`src/sv/hds_pkg.sv`:
```
package hds_pkg;

  // Time counter width default; the top level hands it down as a parameter.
  localparam int DEF_TIME_BITS = 32;

  // Field widths
  localparam int MODE_W   = 2;
  localparam int PCT_IN_W = 8;
  localparam int PCT_W    = 7;
  localparam int RAMP_W   = 16;
  localparam int PWM_W    = 8;
  localparam int PHASE_W  = 3;

  // Configuration port
  localparam int CFG_DATA_W = 10;
  localparam int CFG_IDX_W  = 3;

  localparam logic [CFG_IDX_W-1:0] CFG_KICK_ENABLE = 3'd0;
  localparam logic [CFG_IDX_W-1:0] CFG_KICK_LENGTH = 3'd1;
  localparam logic [CFG_IDX_W-1:0] CFG_KICK_BELOW  = 3'd2;
  localparam logic [CFG_IDX_W-1:0] CFG_COAST       = 3'd3;
  localparam logic [CFG_IDX_W-1:0] CFG_PERIOD      = 3'd4;

  localparam logic       RST_KICK_ENABLE = 1'b1;
  localparam logic [9:0] RST_KICK_LENGTH = 10'd100;
  localparam logic [6:0] RST_KICK_BELOW  = 7'd70;
  localparam logic [9:0] RST_COAST       = 10'd70;
  localparam logic [7:0] RST_PERIOD      = 8'd15;

  localparam logic [PCT_W-1:0] PCT_MAX = 7'd100;

  // Ramp divider: quotient never exceeds the span, so it fits in PCT_W bits
  localparam int DIV_STEPS = PCT_W;
  localparam int PROD_W    = PCT_W + RAMP_W;
  localparam int DSH_W     = RAMP_W + DIV_STEPS - 1;

  // pwm = floor(pct * 255 / 100) = (pct * 255 * 5243) >> 19, exact for pct <= 100
  localparam int              PWM_RECIP_W = 21;
  localparam logic [20:0]     PWM_RECIP   = 21'd1336965;
  localparam int              PWM_SHIFT   = 19;
  localparam int              PWM_PROD_W  = PCT_W + PWM_RECIP_W;

  typedef enum logic [MODE_W-1:0] {
    MODE_TICK  = 2'd0,
    MODE_DRIVE = 2'd1,
    MODE_RAMP  = 2'd2,
    MODE_COAST = 2'd3
  } mode_t;

  typedef enum logic [PHASE_W-1:0] {
    PH_STOPPED = 3'd0,
    PH_KICK    = 3'd1,
    PH_RAMP    = 3'd2,
    PH_HOLD    = 3'd3,
    PH_COAST   = 3'd4
  } phase_t;

  typedef struct packed {
    logic load;
    logic step;
    logic eval;
    logic mul;
    logic div;
    logic ramp_wr;
    logic out_load;
  } ctrl_cmd_t;

  typedef struct packed {
    mode_t mode;
    logic  eval_due;
    logic  is_ramp;
  } dp_status_t;

  function automatic logic [PWM_W-1:0] pwm_code(input logic [PCT_W-1:0] pct);
    logic [PWM_PROD_W-1:0] prod;
    prod = PWM_PROD_W'(pct) * PWM_PROD_W'(PWM_RECIP);
    return prod[PWM_SHIFT +: PWM_W];
  endfunction

endpackage

```
`src/sv/hds_ctrl.sv`:
```
module hds_ctrl (
  input  logic                clk,
  input  logic                rst,
  input  logic                in_valid,
  output logic                in_stall,
  output logic                out_valid,
  input  logic                out_stall,
  input  hds_pkg::dp_status_t status,
  output hds_pkg::ctrl_cmd_t  cmd
);
  import hds_pkg::*;

  localparam int CNT_W = $clog2(DIV_STEPS);

  typedef enum logic [2:0] {
    S_IDLE,
    S_STEP,
    S_EVAL,
    S_MUL,
    S_DIV,
    S_RWR,
    S_OUT
  } state_t;

  state_t           state;
  logic [CNT_W-1:0] cnt;
  logic             out_free;

  assign out_free = !out_valid || !out_stall;
  assign in_stall = (state != S_IDLE);

  always_comb begin
    cmd          = '0;
    cmd.load     = (state == S_IDLE) && in_valid;
    cmd.step     = (state == S_STEP);
    cmd.eval     = (state == S_EVAL);
    cmd.mul      = (state == S_MUL);
    cmd.div      = (state == S_DIV);
    cmd.ramp_wr  = (state == S_RWR);
    cmd.out_load = (state == S_OUT) && out_free;
  end

  always_ff @(posedge clk) begin
    if (rst) begin
      state     <= S_IDLE;
      cnt       <= '0;
      out_valid <= 1'b0;
    end else begin
      if (cmd.out_load) begin
        out_valid <= 1'b1;
      end else if (!out_stall) begin
        out_valid <= 1'b0;
      end
      unique case (state)
        S_IDLE: begin
          if (in_valid) state <= S_STEP;
        end
        S_STEP: begin
          state <= (status.mode == MODE_TICK) ? S_EVAL : S_OUT;
        end
        S_EVAL: begin
          state <= (status.eval_due && status.is_ramp) ? S_MUL : S_OUT;
        end
        S_MUL: begin
          cnt   <= CNT_W'(DIV_STEPS - 1);
          state <= S_DIV;
        end
        S_DIV: begin
          if (cnt == '0) begin
            state <= S_RWR;
          end else begin
            cnt <= cnt - 1'b1;
          end
        end
        S_RWR: begin
          state <= S_OUT;
        end
        S_OUT: begin
          if (out_free) state <= S_IDLE;
        end
        default: state <= S_IDLE;
      endcase
    end
  end

  a_cmd_onehot: assert property (@(posedge clk) disable iff (rst)
    $onehot0(cmd))
    else $error("more than one datapath command at once");

  a_out_no_overwrite: assert property (@(posedge clk) disable iff (rst)
    cmd.out_load |-> (!out_valid || !out_stall))
    else $error("output register overwritten while held");

  a_valid_from_out: assert property (@(posedge clk) disable iff (rst)
    $rose(out_valid) |-> $past(state) == S_OUT)
    else $error("result raised outside the output state");

endmodule

```
`src/sv/hds_dpath.sv`:
```
module hds_dpath #(
  parameter int TIME_BITS = hds_pkg::DEF_TIME_BITS
) (
  input  logic                                clk,
  input  logic                                rst,
  input  logic                                cfg_write,
  input  logic [hds_pkg::CFG_IDX_W-1:0]       cfg_index,
  input  logic [hds_pkg::CFG_DATA_W-1:0]      cfg_data,
  input  logic [hds_pkg::MODE_W-1:0]          mode,
  input  logic                                command_direction,
  input  logic [hds_pkg::PCT_IN_W-1:0]        requested_percent,
  input  logic [hds_pkg::RAMP_W-1:0]          ramp_ms,
  input  hds_pkg::ctrl_cmd_t                  cmd,
  output hds_pkg::dp_status_t                 status,
  output logic                                drive_direction,
  output logic [hds_pkg::PCT_W-1:0]           duty_percent,
  output logic [hds_pkg::PWM_W-1:0]           pwm_duty,
  output logic [hds_pkg::PHASE_W-1:0]         phase,
  output logic                                kick_applied,
  output logic [hds_pkg::PCT_W-1:0]           target_percent
);
  import hds_pkg::*;

  localparam int TB = TIME_BITS;

  // Configuration
  logic             kick_enable;
  logic [9:0]       kick_length_ms;
  logic [PCT_W-1:0] kick_below_percent;
  logic [9:0]       coast_time_ms;
  logic [7:0]       update_period_ms;

  // Captured item
  mode_t             in_mode;
  logic              in_dir;
  logic [PCT_W-1:0]  in_pct;
  logic [RAMP_W-1:0] in_rms;

  // Engine state
  phase_t            phase_reg, phase_reg_next;
  logic              active_direction, active_direction_next;
  logic [PCT_W-1:0]  current_percent, current_percent_next;
  logic [TB-1:0]     now_ms, now_ms_next;
  logic [TB-1:0]     last_update_ms, last_update_ms_next;
  logic [TB-1:0]     kick_end_ms, kick_end_ms_next;
  logic [PCT_W-1:0]  kick_settle, kick_settle_next;
  logic [TB-1:0]     ramp_start_ms, ramp_start_ms_next;
  logic [RAMP_W-1:0] ramp_length, ramp_length_next;
  logic [PCT_W-1:0]  ramp_from, ramp_from_next;
  logic [PCT_W-1:0]  ramp_to, ramp_to_next;
  logic [TB-1:0]     coast_end_ms, coast_end_ms_next;
  logic              pending_direction, pending_direction_next;
  logic [PCT_W-1:0]  pending_percent, pending_percent_next;
  logic              kick_flag, kick_flag_next;

  // Ramp work registers
  logic [RAMP_W-1:0] ramp_e;
  logic [RAMP_W-1:0] ramp_len_eff;
  logic              ramp_done;
  logic              ramp_down;
  logic [PCT_W-1:0]  span;
  logic [PROD_W-1:0] rem;
  logic [DSH_W-1:0]  divisor_sh;
  logic [PCT_W-1:0]  quotient;

  // Combinational helpers
  logic [TB-1:0]     since_update;
  logic [TB-1:0]     kick_diff;
  logic [TB-1:0]     coast_diff;
  logic [TB-1:0]     ramp_el;
  logic [RAMP_W-1:0] len_eff;
  logic              el_done;
  logic              running;
  logic              bd_go;
  logic              bd_dir;
  logic [PCT_W-1:0]  bd_pct;
  logic [PCT_W-1:0]  ramp_val;
  logic [PCT_W-1:0]  sat_pct;

  assign sat_pct = (requested_percent > PCT_IN_W'(PCT_MAX)) ? PCT_MAX
                                                           : requested_percent[PCT_W-1:0];

  assign since_update = now_ms - last_update_ms;
  assign kick_diff    = now_ms - kick_end_ms;
  assign coast_diff   = now_ms - coast_end_ms;
  assign ramp_el      = now_ms - ramp_start_ms;
  assign len_eff      = (ramp_length == '0) ? RAMP_W'(1) : ramp_length;
  assign el_done      = (ramp_el >= TB'(len_eff));
  assign running      = (current_percent != '0) && (phase_reg != PH_COAST);
  assign ramp_val     = ramp_down ? (ramp_from - quotient) : (ramp_from + quotient);

  assign status.mode     = in_mode;
  assign status.eval_due = (since_update >= TB'(update_period_ms));
  assign status.is_ramp  = (phase_reg == PH_RAMP);

  // Configuration writes
  always_ff @(posedge clk) begin
    if (rst) begin
      kick_enable        <= RST_KICK_ENABLE;
      kick_length_ms     <= RST_KICK_LENGTH;
      kick_below_percent <= RST_KICK_BELOW;
      coast_time_ms      <= RST_COAST;
      update_period_ms   <= RST_PERIOD;
    end else if (cfg_write) begin
      unique case (cfg_index)
        CFG_KICK_ENABLE: kick_enable        <= cfg_data[0];
        CFG_KICK_LENGTH: kick_length_ms     <= cfg_data[9:0];
        CFG_KICK_BELOW:  kick_below_percent <= cfg_data[PCT_W-1:0];
        CFG_COAST:       coast_time_ms      <= cfg_data[9:0];
        CFG_PERIOD:      update_period_ms   <= cfg_data[7:0];
        default: ;
      endcase
    end
  end

  // Capture the accepted item
  always_ff @(posedge clk) begin
    if (cmd.load) begin
      in_mode <= mode_t'(mode);
      in_dir  <= command_direction;
      in_pct  <= sat_pct;
      in_rms  <= ramp_ms;
    end
  end

  // Next engine state
  always_comb begin
    phase_reg_next         = phase_reg;
    active_direction_next  = active_direction;
    current_percent_next   = current_percent;
    now_ms_next            = now_ms;
    last_update_ms_next    = last_update_ms;
    kick_end_ms_next       = kick_end_ms;
    kick_settle_next       = kick_settle;
    ramp_start_ms_next     = ramp_start_ms;
    ramp_length_next       = ramp_length;
    ramp_from_next         = ramp_from;
    ramp_to_next           = ramp_to;
    coast_end_ms_next      = coast_end_ms;
    pending_direction_next = pending_direction;
    pending_percent_next   = pending_percent;
    kick_flag_next         = kick_flag;
    bd_go                  = 1'b0;
    bd_dir                 = in_dir;
    bd_pct                 = in_pct;

    if (cmd.step) begin
      unique case (in_mode)
        MODE_TICK: begin
          now_ms_next = now_ms + 1'b1;
        end
        MODE_DRIVE, MODE_RAMP: begin
          if (running && (in_dir != active_direction)) begin
            current_percent_next   = '0;
            phase_reg_next         = PH_COAST;
            coast_end_ms_next      = now_ms + TB'(coast_time_ms);
            pending_direction_next = in_dir;
            pending_percent_next   = in_pct;
          end else if (phase_reg == PH_COAST) begin
            pending_direction_next = in_dir;
            pending_percent_next   = in_pct;
          end else if (in_mode == MODE_DRIVE) begin
            bd_go = 1'b1;
          end else begin
            kick_flag_next        = 1'b0;
            active_direction_next = in_dir;
            ramp_from_next        = current_percent;
            ramp_to_next          = in_pct;
            ramp_start_ms_next    = now_ms;
            ramp_length_next      = (in_rms == '0) ? RAMP_W'(1) : in_rms;
            phase_reg_next        = PH_RAMP;
          end
        end
        MODE_COAST: begin
          current_percent_next = '0;
          phase_reg_next       = PH_STOPPED;
        end
        default: ;
      endcase
    end

    if (cmd.eval && status.eval_due) begin
      last_update_ms_next = now_ms;
      if (phase_reg == PH_KICK && !kick_diff[TB-1]) begin
        current_percent_next = kick_settle;
        phase_reg_next       = (kick_settle == '0) ? PH_STOPPED : PH_HOLD;
      end else if (phase_reg == PH_COAST && !coast_diff[TB-1]) begin
        bd_go  = 1'b1;
        bd_dir = pending_direction;
        bd_pct = pending_percent;
      end
    end

    // Drive entry: kick from standstill when enabled and below the kick threshold, otherwise take the request at once
    if (bd_go) begin
      active_direction_next = bd_dir;
      if ((current_percent == '0) && (bd_pct != '0) && kick_enable
          && (bd_pct < kick_below_percent)) begin
        kick_flag_next       = 1'b1;
        kick_settle_next     = bd_pct;
        kick_end_ms_next     = now_ms + TB'(kick_length_ms);
        current_percent_next = PCT_MAX;
        phase_reg_next       = PH_KICK;
      end else begin
        kick_flag_next       = 1'b0;
        current_percent_next = bd_pct;
        phase_reg_next       = (bd_pct == '0) ? PH_STOPPED : PH_HOLD;
      end
    end

    if (cmd.ramp_wr) begin
      current_percent_next = ramp_val;
      if (ramp_done) begin
        phase_reg_next = (ramp_val == '0) ? PH_STOPPED : PH_HOLD;
      end
    end
  end

  always_ff @(posedge clk) begin
    if (rst) begin
      phase_reg         <= PH_STOPPED;
      active_direction  <= 1'b0;
      current_percent   <= '0;
      now_ms            <= '0;
      last_update_ms    <= '0;
      kick_end_ms       <= '0;
      kick_settle       <= '0;
      ramp_start_ms     <= '0;
      ramp_length       <= '0;
      ramp_from         <= '0;
      ramp_to           <= '0;
      coast_end_ms      <= '0;
      pending_direction <= 1'b0;
      pending_percent   <= '0;
      kick_flag         <= 1'b0;
    end else begin
      phase_reg         <= phase_reg_next;
      active_direction  <= active_direction_next;
      current_percent   <= current_percent_next;
      now_ms            <= now_ms_next;
      last_update_ms    <= last_update_ms_next;
      kick_end_ms       <= kick_end_ms_next;
      kick_settle       <= kick_settle_next;
      ramp_start_ms     <= ramp_start_ms_next;
      ramp_length       <= ramp_length_next;
      ramp_from         <= ramp_from_next;
      ramp_to           <= ramp_to_next;
      coast_end_ms      <= coast_end_ms_next;
      pending_direction <= pending_direction_next;
      pending_percent   <= pending_percent_next;
      kick_flag         <= kick_flag_next;
    end
  end

  // Ramp: prepare, multiply, then restoring division one quotient bit a cycle
  always_ff @(posedge clk) begin
    if (cmd.eval) begin
      ramp_done    <= el_done;
      ramp_e       <= el_done ? len_eff : ramp_el[RAMP_W-1:0];
      ramp_len_eff <= len_eff;
      ramp_down    <= (ramp_to < ramp_from);
      span         <= (ramp_to < ramp_from) ? (ramp_from - ramp_to) : (ramp_to - ramp_from);
    end
    if (cmd.mul) begin
      rem        <= PROD_W'(span) * PROD_W'(ramp_e);
      divisor_sh <= DSH_W'(ramp_len_eff) << (DIV_STEPS - 1);
      quotient   <= '0;
    end
    if (cmd.div) begin
      if (rem >= PROD_W'(divisor_sh)) begin
        rem      <= rem - PROD_W'(divisor_sh);
        quotient <= {quotient[PCT_W-2:0], 1'b1};
      end else begin
        quotient <= {quotient[PCT_W-2:0], 1'b0};
      end
      divisor_sh <= divisor_sh >> 1;
    end
  end

  // Result register
  always_ff @(posedge clk) begin
    if (cmd.out_load) begin
      drive_direction <= active_direction;
      duty_percent    <= current_percent;
      pwm_duty        <= pwm_code(current_percent);
      phase           <= phase_reg;
      kick_applied    <= kick_flag;
      unique case (phase_reg)
        PH_KICK:  target_percent <= kick_settle;
        PH_RAMP:  target_percent <= ramp_to;
        PH_COAST: target_percent <= pending_percent;
        default:  target_percent <= current_percent;
      endcase
    end
  end

  a_pct_range: assert property (@(posedge clk) disable iff (rst)
    current_percent <= PCT_MAX)
    else $error("duty above full scale");

  a_quot_span: assert property (@(posedge clk) disable iff (rst)
    cmd.ramp_wr |-> quotient <= span)
    else $error("ramp step beyond its span");

  a_kick_flag: assert property (@(posedge clk) disable iff (rst)
    phase_reg == PH_KICK |-> kick_flag)
    else $error("kick phase without kick flag");

endmodule

```
`src/sv/hbridge_drive_sequencer_core.sv`:
```
// H-bridge drive sequencer: soft-start kick, linear ramps, coast before reversal.
//
// Input channel (in_valid / in_stall): one item per command or per 1 ms tick.
//   mode selects tick, instant drive, ramped drive or forced coast; the other
//   fields carry direction, requested percent (saturates at 100) and ramp length.
// Output channel (out_valid / out_stall): exactly one result item per input item,
//   giving the state after that item: direction, duty, 8-bit PWM code, phase,
//   kick flag and the percent the current phase is heading to.
// Configuration (cfg_write / cfg_index / cfg_data): write registers only while idle.
//
// Sequencing: a command passes the step state, then loads the result register; a
// tick passes step and evaluate; a tick that evaluates an active ramp also passes
// multiply, divide and ramp write: the ramp position goes through one multiply and
// a 7-step restoring divider that produces one quotient bit per cycle. One item is
// in flight at a time: the next is taken once the last has left the output state.
// The result register frees the input side: a new item is taken while the last
// result still waits. If the receiver stalls and a new result is finished, the
// block holds in its output state until the register is taken.
// Reset: engine stopped, forward, all timers 0, registers at their defaults.
module hbridge_drive_sequencer_core #(
  parameter int TIME_BITS = hds_pkg::DEF_TIME_BITS
) (
  input  logic                           clk,
  input  logic                           rst,
  input  logic                           cfg_write,
  input  logic [hds_pkg::CFG_IDX_W-1:0]  cfg_index,
  input  logic [hds_pkg::CFG_DATA_W-1:0] cfg_data,
  input  logic                           in_valid,
  output logic                           in_stall,
  input  logic [hds_pkg::MODE_W-1:0]     mode,
  input  logic                           command_direction,
  input  logic [hds_pkg::PCT_IN_W-1:0]   requested_percent,
  input  logic [hds_pkg::RAMP_W-1:0]     ramp_ms,
  output logic                           out_valid,
  input  logic                           out_stall,
  output logic                           drive_direction,
  output logic [hds_pkg::PCT_W-1:0]      duty_percent,
  output logic [hds_pkg::PWM_W-1:0]      pwm_duty,
  output logic [hds_pkg::PHASE_W-1:0]    phase,
  output logic                           kick_applied,
  output logic [hds_pkg::PCT_W-1:0]      target_percent
);
  import hds_pkg::*;

  ctrl_cmd_t  cmd;
  dp_status_t status;

  // Sequence each item: capture, apply, evaluate timers, ramp math, publish
  hds_ctrl u_ctrl (
    .clk       (clk),
    .rst       (rst),
    .in_valid  (in_valid),
    .in_stall  (in_stall),
    .out_valid (out_valid),
    .out_stall (out_stall),
    .status    (status),
    .cmd       (cmd)
  );

  // Hold engine state, timers, ramp divider and the result register
  hds_dpath #(
    .TIME_BITS (TIME_BITS)
  ) u_dpath (
    .clk               (clk),
    .rst               (rst),
    .cfg_write         (cfg_write),
    .cfg_index         (cfg_index),
    .cfg_data          (cfg_data),
    .mode              (mode),
    .command_direction (command_direction),
    .requested_percent (requested_percent),
    .ramp_ms           (ramp_ms),
    .cmd               (cmd),
    .status            (status),
    .drive_direction   (drive_direction),
    .duty_percent      (duty_percent),
    .pwm_duty          (pwm_duty),
    .phase             (phase),
    .kick_applied      (kick_applied),
    .target_percent    (target_percent)
  );

endmodule
```
`config.mk`:
```
export PLATFORM = sky130hd
export DESIGN_NAME = hbridge_drive_sequencer_core
export DESIGN_NICKNAME = d
export VERILOG_FILES = /design/src/sv/hds_pkg.sv /design/src/sv/hds_ctrl.sv /design/src/sv/hds_dpath.sv /design/src/sv/hbridge_drive_sequencer_core.sv
export SDC_FILE = /design/constraint.sdc
export NUM_CORES = 1
export LEC_CHECK = 0
export ABC_AREA = 1
export BUFFER_PORTS_ARGS = -buffer_cell sky130_fd_sc_hd__buf_2
export CAP_MARGIN = 15
export CORE_MARGIN = 4
export CORE_UTILIZATION = 60
export CTS_CLUSTER_SIZE = 30
export DETAILED_ROUTE_END_ITERATION = 8
export GPL_TIMING_DRIVEN = 0
export PLACE_DENSITY = 0.77
export SLEW_MARGIN = 20
export SYNTH_ARGS = -nofsm -noshare
export SYNTH_HDL_FRONTEND = slang
export SYNTH_HIERARCHICAL = 1
export SYNTH_SLANG_ARGS = --single-unit
```
`constraint.sdc`:
```
create_clock -name clk -period 13.2 [get_ports clk]
set_clock_uncertainty 0.2 [all_clocks]
set_input_delay 2.64 -clock clk [delete_from_list [all_inputs] [get_ports clk]]
set_output_delay 2.64 -clock clk [all_outputs]
set_load 0.02 [all_outputs]
```
## Yosys cells after proc, flatten, opt, wreduce, memory -nomap -nowiden

Index checks and enable logic that the tools add are counted.

| storage, ports and cells | value |
|---|---|
| bits in latches | 0 |
| input port bits | 45 |
| memory bits (read-only) | 0 |
| memories kept | 0 |
| RAM bits | 0 |
| word-level logic and storage cells | 216 |
| flip-flop bits (word level) | 406 |

| operators by class | value |
|---|---|
| equal/unequal tests | 26 |
| shift operators | 0 |
| bitwise operators | 3 |
| mux-type cells | 77 |
| reduce and logical (&&, ||, !) cells | 47 |
| divide/modulo/power cells | 0 |
| multiply operators | 2 |
| order comparisons | 6 |
| add/sub/neg operators | 13 |

Operators with widths:

| operator | number |
|---|---|
| $sub 32x32->32 | 4 |
| $mux 7 | 16 |
| $mux 23 | 3 |
| $add 32x10->32 | 2 |
| $mux 16 | 3 |
| $mux 3 | 16 |
| $mux 21 | 2 |
| $add 32x1->32 const B | 1 |
| $ge 32x16->1 | 1 |
| $ge 32x8->1 | 1 |
| $logic_not 16->1 | 2 |
| $mux 1 | 29 |
| $logic_not 7->1 | 4 |
| $mul 7x21->27 const B | 1 |
| $ge 23x22->1 | 1 |
| $mul 7x16->23 | 1 |
| $sub 23x22->23 | 1 |
| $pmux 3 s7 | 1 |
| $pmux 7 s3 | 1 |
| $sub 7x7->7 | 3 |
| $reduce_and 2->1 | 8 |
| $eq 3x2->1 const B | 5 |
| $eq 3x3->1 const B | 5 |
| $lt 7x7->1 | 2 |
| other kinds (25) | 61 |

## Depth between registers and ports, before layout

Gate-level depths: netlist of the first run.

| depth | value |
|---|---|
| word-level depth | 14 |
| depth in mapped cells | 37 |
| gate-level depth less buffers | 36 |

## Cells and area by module

The synthesis of the first run kept the hierarchy.

Modules (own cells, without submodules):

| module | instances | area an instance (sq um) | seq. area each (sq um) | cells each |
|---|---|---|---|---|
| hds_dpath | 1 | 30118.9 | 9208.8 | 4074 |
| hds_ctrl | 1 | 481.7 | 140.1 | 80 |

## Least setup slack after synthesis of the first run

OpenSTA, ideal clock, no wires.

| timing | value |
|---|---|
| kind | reg2reg |
| from | register u_dpath.span[3] |
| to | register u_dpath.rem[22] |
| setup time | 0.119 ns |
| data arrival time | 5.081 ns |
| clock period less this slack | 5.400 ns |
| path slack | 7.800 ns |
| data required time | 12.881 ns |
| stages on the path, launching flop included | 24 |
| path through | edfxtp_1 > clkbuf_1 > clkbuf_1 > nand2_1 > fa_1 > inv_1 > fa_1 > fa_1 > fa_1 > ha_1 > a21o_1 > a21oi_1 > o21bai_1 > a21boi_0 > o21ai_0 > a21boi_0 > o21ai_0 > nand2_1 > inv_1 > o21ai_0 > nand2_1 > xor2_1 > o21ai_0 > nand2_1 |

| between the ends | value |
|---|---|
| longest elaborated chain between the ends | 4 |

RTL lines:

| element | line | text |
|---|---|---|
| start, declared | hds_dpath.sv:61 | `logic [PCT_W-1:0] span;` |
| start signal, assigned | hds_dpath.sv:262 | `span <= (ramp_to < ramp_from) ? (ramp_from - ramp_to) : (ramp_to - ramp_from);` |
| $mul 7x16->23 * | hds_dpath.sv:265 | `rem <= PROD_W'(span) * PROD_W'(ramp_e);` |
| $mux 23 * | hds_dpath.sv:264 | `if (cmd.mul) begin` |
| $mux 23 | hds_dpath.sv:270 | `if (rem >= PROD_W'(divisor_sh)) begin` |
| $mux 23 * | hds_dpath.sv:269 | `if (cmd.div) begin` |
| end signal, assigned | hds_dpath.sv:265 |  |
| end signal, assigned | hds_dpath.sv:271 | `rem <= rem - PROD_W'(divisor_sh);` |
| end, declared | hds_dpath.sv:62 | `logic [PROD_W-1:0] rem;` |

Every way passes the cells marked *; elsewhere a longest branch is shown, timed or not.
A chain may end at the register's enable or synchronous reset.

## Worst setup path in the final report of the first run

| timing | value |
|---|---|
| from | register u_dpath.span[2] |
| to | register u_dpath.rem[22] |

Same word-level chain as after synthesis.

==> metrics.yaml, run 1 <==
outcome: "complete, no violations"
pwr-share-seq: 0.202
cts.clk_slew.worst_paths_ns: 0.06
std_cell_rows: 82
grt_pass1_wl_um: 138000
vdd_ir_drop_max_mv: 0.2909
fin_crit_sh: 0.4795
ys_seq_area_frac: 0.3055
drv_cap: 0
swShare: 0.4968
switchingPower_mw: 4.440
grt_usage: 0.3157
hold_path.class: "reg2reg"
rr_endpoint: "u_dpath/rem[22]$_DFF_P_"
nNetsFinal: 4730
finalHoldViolations: 0
netlist_area_um2: 30600
syn_nets: 4608
worstPathArrival_ns: 6.61
path_buf_inv: 6
clock_latency_ns: 0.59
pin_count: 74
critical_path_required_ns: 13.48
cp-end-kind: "register"
h-tree-depth: 2
clkPwrFrac: 0.146
place_ws_ns: 6.916
avgViaCountPerCell: 5.611
dieArea_um2: 54680
reg2reg_slack_ns: 6.87
rsz0062_at_grt: "no"
startpoint: "u_dpath/span[2]$_DFFE_PP_"
p_comb_frac: 0.652
fin_crit_ns: 6.330
drtPass1Iterations: 6
grt_pass1_vias: 26470
start_util: 0.6087
cts_buffer_depth: 3
final_cell_mix: "nand2_1 (879), inv_1 (697), a21oi_1 (371)"
cp-endpoint: "u_dpath/rem[22]$_DFF_P_"
antenna_found_initial: 0
cts_tree: "built"
path_class: "reg2reg"
remaining_drc_errors: 0
final_common_cell: "nand2_1"
dp_hpwl_um: 68580
path_delay_family: "adder cells"
place.gp.congestion: 1.001
io_buffers: 73
clock_sinks: 406
cts_inserted_buffers: 45
routed_wl_um: 86890
fmax_mhz: 158.0
worstSetupStartpointType: "register"
multiInputGateArea_um2: 17980
internal-power_mw: 4.498
max_slew_margin: 0.2120
postRouteAntennaNets: 0
antenna_cells: 0
rr_worst_depth: 26
die_w_um: 233.8
synth-main-ff-cell: "dfxtp_1"
drt_iter0_markers: 2404
slowest_stage: "fa_1"
ys_async_sr_fraction: 0
postCtsSetupRepairBufs: 0
syn_to_final_growth_pct: 9.151
critPathMostFrequentCell: "nand2_1"
gr-total-overflow: 0
reg2reg_from: "u_dpath/span[2]$_DFFE_PP_"
crit_cells: 26
post-route-worst-setup-slack_ns: 6.870
vias: 27950
regArea_um2: 9349
ys_seq_elements: 406
ctsHoldBuffers: 0
grt_max_degree: 38
cts_resized: 0
hold_depth: 2
drive_above_1_share: 0.05661
fp.coreArea_um2: 50270
synth_edf_count: 122
slew_viol_final: 0
cp_max_fo: 10
cpPeakStageDelay_ns: 0.55
pwr_density_cell_nw_per_um2: 267.6
p_leak_nw: 16.46
wl_per_cell_um: 17.44
fin_setup_tns_ns: 0
worst_pin_slew_ns: 1.171
fill_cells: 4453
synth.distinct_cells: 60
yosys_warnings: 6
die_h_um: 233.8
setup_viol: 0
syn_inst: 4154
avgSynthCellArea_um2: 7.367
cts_root_buf: "clkbuf_16"
==> layout make-up <==
| class | count | share of cell area |
|---|---|---|
| Sequential cell | 406 | 0.2799 |
| Clock buffer | 64 | 0.04049 |
| Inverter | 734 | 0.08249 |
| Clock inverter | 17 | 0.005132 |
| Multi-Input combinational cell | 2886 | 0.5383 |
| Tap cell | 672 | 0.02517 |
| Timing Repair Buffer | 75 | 0.01236 |
| Buffer | 128 | 0.01615 |
==> power by group through the flow <==
stage,combinational (mW),clock (mW),sequential [mW]
6_report,5.83,1.31,1.81
5_1_grt,6.62,1.37,1.83
4_1_cts,5.77,1.32,1.80
3_5_place_dp,5.73,0,1.82
3_3_place_gp,5.60,0,1.82
2_1_floorplan,4.41,0,1.75
==> per-layer routing <==
layer | up-vias | global-route usage | routed length (µm)
met5 | - | 0 | 0
met4 | 0 | 0.1422 | 4471
met3 | 251 | 0.04774 | 6037
met2 | 990 | 0.5196 | 39350
met1 | 12960 | 0.4127 | 37040
li1 | 13750 | - | -
==> kinds of logic (layout without fill, tap and decap cells) <==
group                      after synthesis  after routing  synth area share
and+or+nand+nor                       1517           1517            0.2092
buffers and inverters                  862           1018            0.1077
AOI/OAI and AO/OA                      795            795            0.1410
adders and majority gates              409            409            0.1893
DFF                                    406            406            0.3055
xor gates and xnor gates               163            163           0.04665
muxes                                    2              2         0.0006542
==> worst reg2reg max path: stages, from the launching register on <==
cell and delay (ns):
edfxtp_1 0.32, clkbuf_1 0.44, clkbuf_1 0.50, nand2_1 0.17, fa_1 0.53, inv_1 0.05, ha_1 0.28, inv_1 0.06
fa_1 0.51, fa_1 0.55, inv_1 0.05, ha_1 0.33, a21oi_1 0.15, nand2_1 0.10, a21oi_1 0.24, o21bai_1 0.14
a21boi_0 0.28, o21ai_0 0.18, a21boi_0 0.30, o21ai_0 0.15, nand2_1 0.08, inv_1 0.05, o21ai_0 0.14, nand2_1 0.08
xor2_1 0.15, o21ai_0 0.16, nand2_1 0.06
==> cell usage after synthesis (33+ instances only) <==
master    number  share of area
a21oi_1      371          0.061
xnor2_1       37          0.011
nor2_1       308          0.038
inv_1        698          0.086
dfxtp_1      284           0.19
ha_1         319           0.13
inv_2         33         0.0040
fa_1          90          0.059
nand2_1      880           0.11
edfxtp_1     122           0.12
o21ai_0      292          0.048
xor2_1       126          0.036
clkbuf_1     107          0.013
nor3_1        47         0.0077
nand4_1       68          0.014
nand3_1      128          0.021
==> metrics by stage <==
step / util / cell area (µm²) / total power, mW / instances / hold slack, ns
2_1_floorplan: - / 30600 / 6.161 / 4154 / 0.2091
3_3_place_gp: 0.6327 / 31810 / 7.429 / 4899 / 0.2426
3_5_place_dp: 0.6340 / 31870 / 7.551 / 4901 / 0.2488
4_1_cts: 0.6643 / 33400 / 8.885 / 4982 / 0.2582
5_1_grt: 0.6644 / 33400 / 9.813 / 4982 / 0.2759
6_report: 0.6644 / 33400 / 8.939 / 4982 / 0.2580
==> worst min-delay path by stage <==
| stage | from | to | slack (ns) |
|---|---|---|---|
| finish | u_dpath/ramp_start_ms[17]$_SDFFE_PP0P_ | u_dpath/ramp_start_ms[17]$_SDFFE_PP0P_ | 0.26 |
| global route | u_dpath/last_update_ms[21]$_SDFFE_PP0N_ | u_dpath/last_update_ms[21]$_SDFFE_PP0N_ | 0.28 |
| CTS | u_dpath/last_update_ms[6]$_SDFFE_PP0N_ | u_dpath/last_update_ms[6]$_SDFFE_PP0N_ | 0.26 |
| detailed placement | u_dpath/last_update_ms[6]$_SDFFE_PP0N_ | u_dpath/last_update_ms[6]$_SDFFE_PP0N_ | 0.25 |
| global placement | u_dpath/last_update_ms[8]$_SDFFE_PP0N_ | u_dpath/last_update_ms[8]$_SDFFE_PP0N_ | 0.24 |
| floorplan | u_dpath/kick_flag$_SDFFE_PP0P_ | u_dpath/kick_applied$_DFFE_PP_ | 0.21 |
Power figures use the tool's default switching activity.
==> run 2, diff against run 1 <==
Settings changed: ABC_AREA 1 to 0.
Clock period 13.2 ns to 6.09 ns, I/O delays scaled along.
==> metrics.yaml, run 2 <==
outcome: "complete, but fails checks"
violations: "setup timing"
die_h_um: 232.4  # -0.61%
slew_viol_final: 0  # unchanged
synth_area_leaders: "dfxtp_1 (19%), ha_1 (13%), edfxtp_1 (12%)"
finalHoldViolations: 0  # unchanged
gr-total-overflow: 0  # unchanged
grt_pass1_vias: 25480  # -3.7%
multiInputGateArea_um2: 19510  # +8.5%
dpl_cell_area_um2: 31750  # -0.39%
post-route-worst-setup-slack_ns: -0.9124  # -7.783 ns
synth-main-ff-cell: "dfxtp_1"
cp-end-kind: "register"
ctsHoldBuffers: 0  # unchanged
dieArea_um2: 54020  # -1.2%
yosys_warnings: 6  # unchanged
final_common_cell: "nand2_1"
cts_buffer_depth: 3  # unchanged
clock_sinks: 406  # unchanged
antenna_cells: 0  # unchanged
fin_area_um2: 34150  # +2.2%
grt_usage: 0.3231  # +0.007457
fill_cells: 3986  # -10%
synth_edf_count: 122  # unchanged
worstPathArrival_ns: 7.34  # +0.73 ns
synth.most_common_cell: "nand2_1"
wl_per_cell_um: 20.37  # +17%
drtPass1Iterations: 6  # unchanged
p_leak_nw: 14.69  # -11%
worstSetupStartpointType: "register"
setup_viol: 48  # +48
rsz0062_at_grt: "yes"
place_ws_ns: -2.060  # -8.976 ns
antenna_found_initial: 0  # unchanged
ys_seq_area_frac: 0.3094  # +0.003871
io_buffers: 73  # unchanged
cpPeakStageDelay_ns: 0.54  # about the same
std_cell_rows: 81  # -1.2%
synth_top_area_frac: 0.1881  # +0.002354
fp.coreArea_um2: 49360  # -1.8%
ys_seq_elements: 406  # unchanged
postRouteAntennaNets: 0  # unchanged
cp_max_fo: 7  # -3
max_slew_margin: 0.2642  # +0.05219
worst_pin_slew_ns: 1.095  # -0.07590 ns
drive_above_1_share: 0.1099  # +0.05333
syn_to_final_growth_pct: 13.02
syn_inst: 3514  # -15%
h-tree-depth: 2  # unchanged
die_w_um: 232.4  # -0.61%
place.gp.congestion: 1.036  # +3.5%
drv_cap: 0  # unchanged
path_class: "reg2reg"
avgSynthCellArea_um2: 8.599  # +17%
cts.clk_slew.worst_paths_ns: 0.06  # about the same
syn_nets: 3968  # -14%
avgViaCountPerCell: 6.057  # +8.0%
ys_async_sr_fraction: 0  # unchanged
vias: 26500  # -5.2%
grt_max_degree: 29  # -24%
remaining_drc_errors: 0  # unchanged
final_cell_mix: "nand2_1 (400), inv_1 (368), ha_1 (307)"
synth.distinct_cells: 88  # +47%
fin_crit_sh: 1.150  # +0.6703
path_buf_inv: 6  # unchanged
critical_path_required_ns: 6.42  # -7.06 ns
dp.cells: 4256  # -13%
cts_inserted_buffers: 45  # unchanged
nNetsFinal: 4132  # -13%
slowest_stage: "fa_2"
regArea_um2: 9379  # +0.32%
fin_setup_tns_ns: -40.06  # -40.06 ns
grt_pass1_wl_um: 138700  # +0.51%
critPathMostFrequentCell: "buf_6"
fmax_mhz: 142.8  # -9.6%
cts_tree: "built"
path_delay_family: "simple AND/OR/NAND/NOR gates"
dp_hpwl_um: 66220  # -3.4%
pin_count: 74  # unchanged
fin_crit_ns: 7.002  # +0.6728 ns
stdcell_count: 4375  # -12%
drt_iter0_markers: 2309  # -4.0%
synthTopCellsByCount: "nand2_1 (403), inv_1 (371), ha_1 (319)"
cts_root_buf: "clkbuf_16"
synth_top_cell_by_area: "dfxtp_1"
pwr_density_cell_nw_per_um2: 367.0  # +37%
routed_wl_um: 89120  # +2.6%
hold_path.class: "reg2reg"
start_util: 0.6122  # +0.003553
netlist_area_um2: 30220  # -1.3%
clock_latency_ns: 0.62  # +0.03 ns
vdd_ir_drop_max_mv: 0.3685  # +27%
==> run 2: cell count changes after synthesis, sizes merged, moves of 62 or more <==
cell   previous run  this run
nand2           890       403
inv             731       371
o21ai           299       116
nor2            316       237
a21oi           373       302
mux2i             2        73
a21o              8        78
xnor2            37       106
xor2            126        62
and2              3        65
==> run 2: layout make-up <==
type | count | share of cell area
plain buffers | 156 | 0.02088
clock buffers | 66 | 0.03803
clock inverters | 14 | 0.005422
inverters | 373 | 0.04111
multi-input cells | 2579 | 0.5712
flip-flops and latches | 406 | 0.2746
well taps | 664 | 0.02433
repair buffers | 117 | 0.02436
==> run 2: worst paths after layout <==
check / end / cells after the start / slack [ns] / from
worst max-delay path: u_dpath/kick_end_ms[4]$_SDFFE_PP0P_ / 28 / -0.91 / u_dpath/now_ms[0]$_SDFFE_PP0P_
worst min-delay path: u_dpath/phase[2]$_DFFE_PP_ / 0 / 0.23 / u_dpath/phase_reg[2]$_SDFF_PP0_
worst max register to register: u_dpath/kick_end_ms[4]$_SDFFE_PP0P_ / 28 / -0.91 / u_dpath/now_ms[0]$_SDFFE_PP0P_
worst min register to register: u_dpath/phase[2]$_DFFE_PP_ / 0 / 0.23 / u_dpath/phase_reg[2]$_SDFF_PP0_
==> run 2: power breakdown <==
part | switching [mW] | internal (mW) | total (mW)
Sequential | 0.337 | 3.19 | 3.53
Clock | 1.17 | 1.58 | 2.74
Combinational | 3.51 | 2.75 | 6.26
==> run 2: cells by family (layout without fill, tap and decap cells) <==
| kind of cell | count (synthesis) | in the layout | synth area share |
|---|---|---|---|
| muxes | 116 | 116 | 0.04021 |
| DFF | 406 | 406 | 0.3094 |
| buffers and inverters | 529 | 726 | 0.06811 |
| AOI/OAI and AO/OA | 790 | 790 | 0.1695 |
| xor gates and xnor gates | 168 | 168 | 0.04869 |
| and+or+nand+nor | 1096 | 1096 | 0.1724 |
| adders and majority gates | 409 | 409 | 0.1917 |
==> run 2: worst reg2reg max path: cells and delay by family (launching register included) <==
family	cells	cell delay, ns
AND/OR/NAND/NOR	10	2.36
AO/OA/AOI/OAI	7	1.62
buffers and inverters	6	0.79
flip-flops	1	0.38
multiplexers	1	0.34
adder cells (fa/ha/maj)	4	1.25
==> run 2: stage by stage <==
stage / hold WS (ns) / total power [mW] / util
floorplan: 0.2064 / 7.978 / -
global placement: 0.2151 / 9.269 / 0.6410
detailed placement: 0.2198 / 9.422 / 0.6432
CTS: 0.2362 / 12.39 / 0.6856
global route: 0.2514 / 13.37 / 0.6919
finish: 0.2330 / 12.53 / 0.6919
==> run 2: timing repair <==
item                                    in CTS  in global routing
pin swaps                                   37                 27
resized for setup                           71                 67
gates cloned                                 4                  1
endpoints found under the setup margin      90                 66
buffers inserted                            31                  4
==> run 2: layer usage <==
layer | global-route usage | routed length (µm) | share of wire
met3 | 0.05815 | 6948 | 0.078
met5 | 0 | 0 | 0
met2 | 0.5279 | 40420 | 0.45
met1 | 0.4071 | 35600 | 0.40
met4 | 0.1760 | 6143 | 0.069
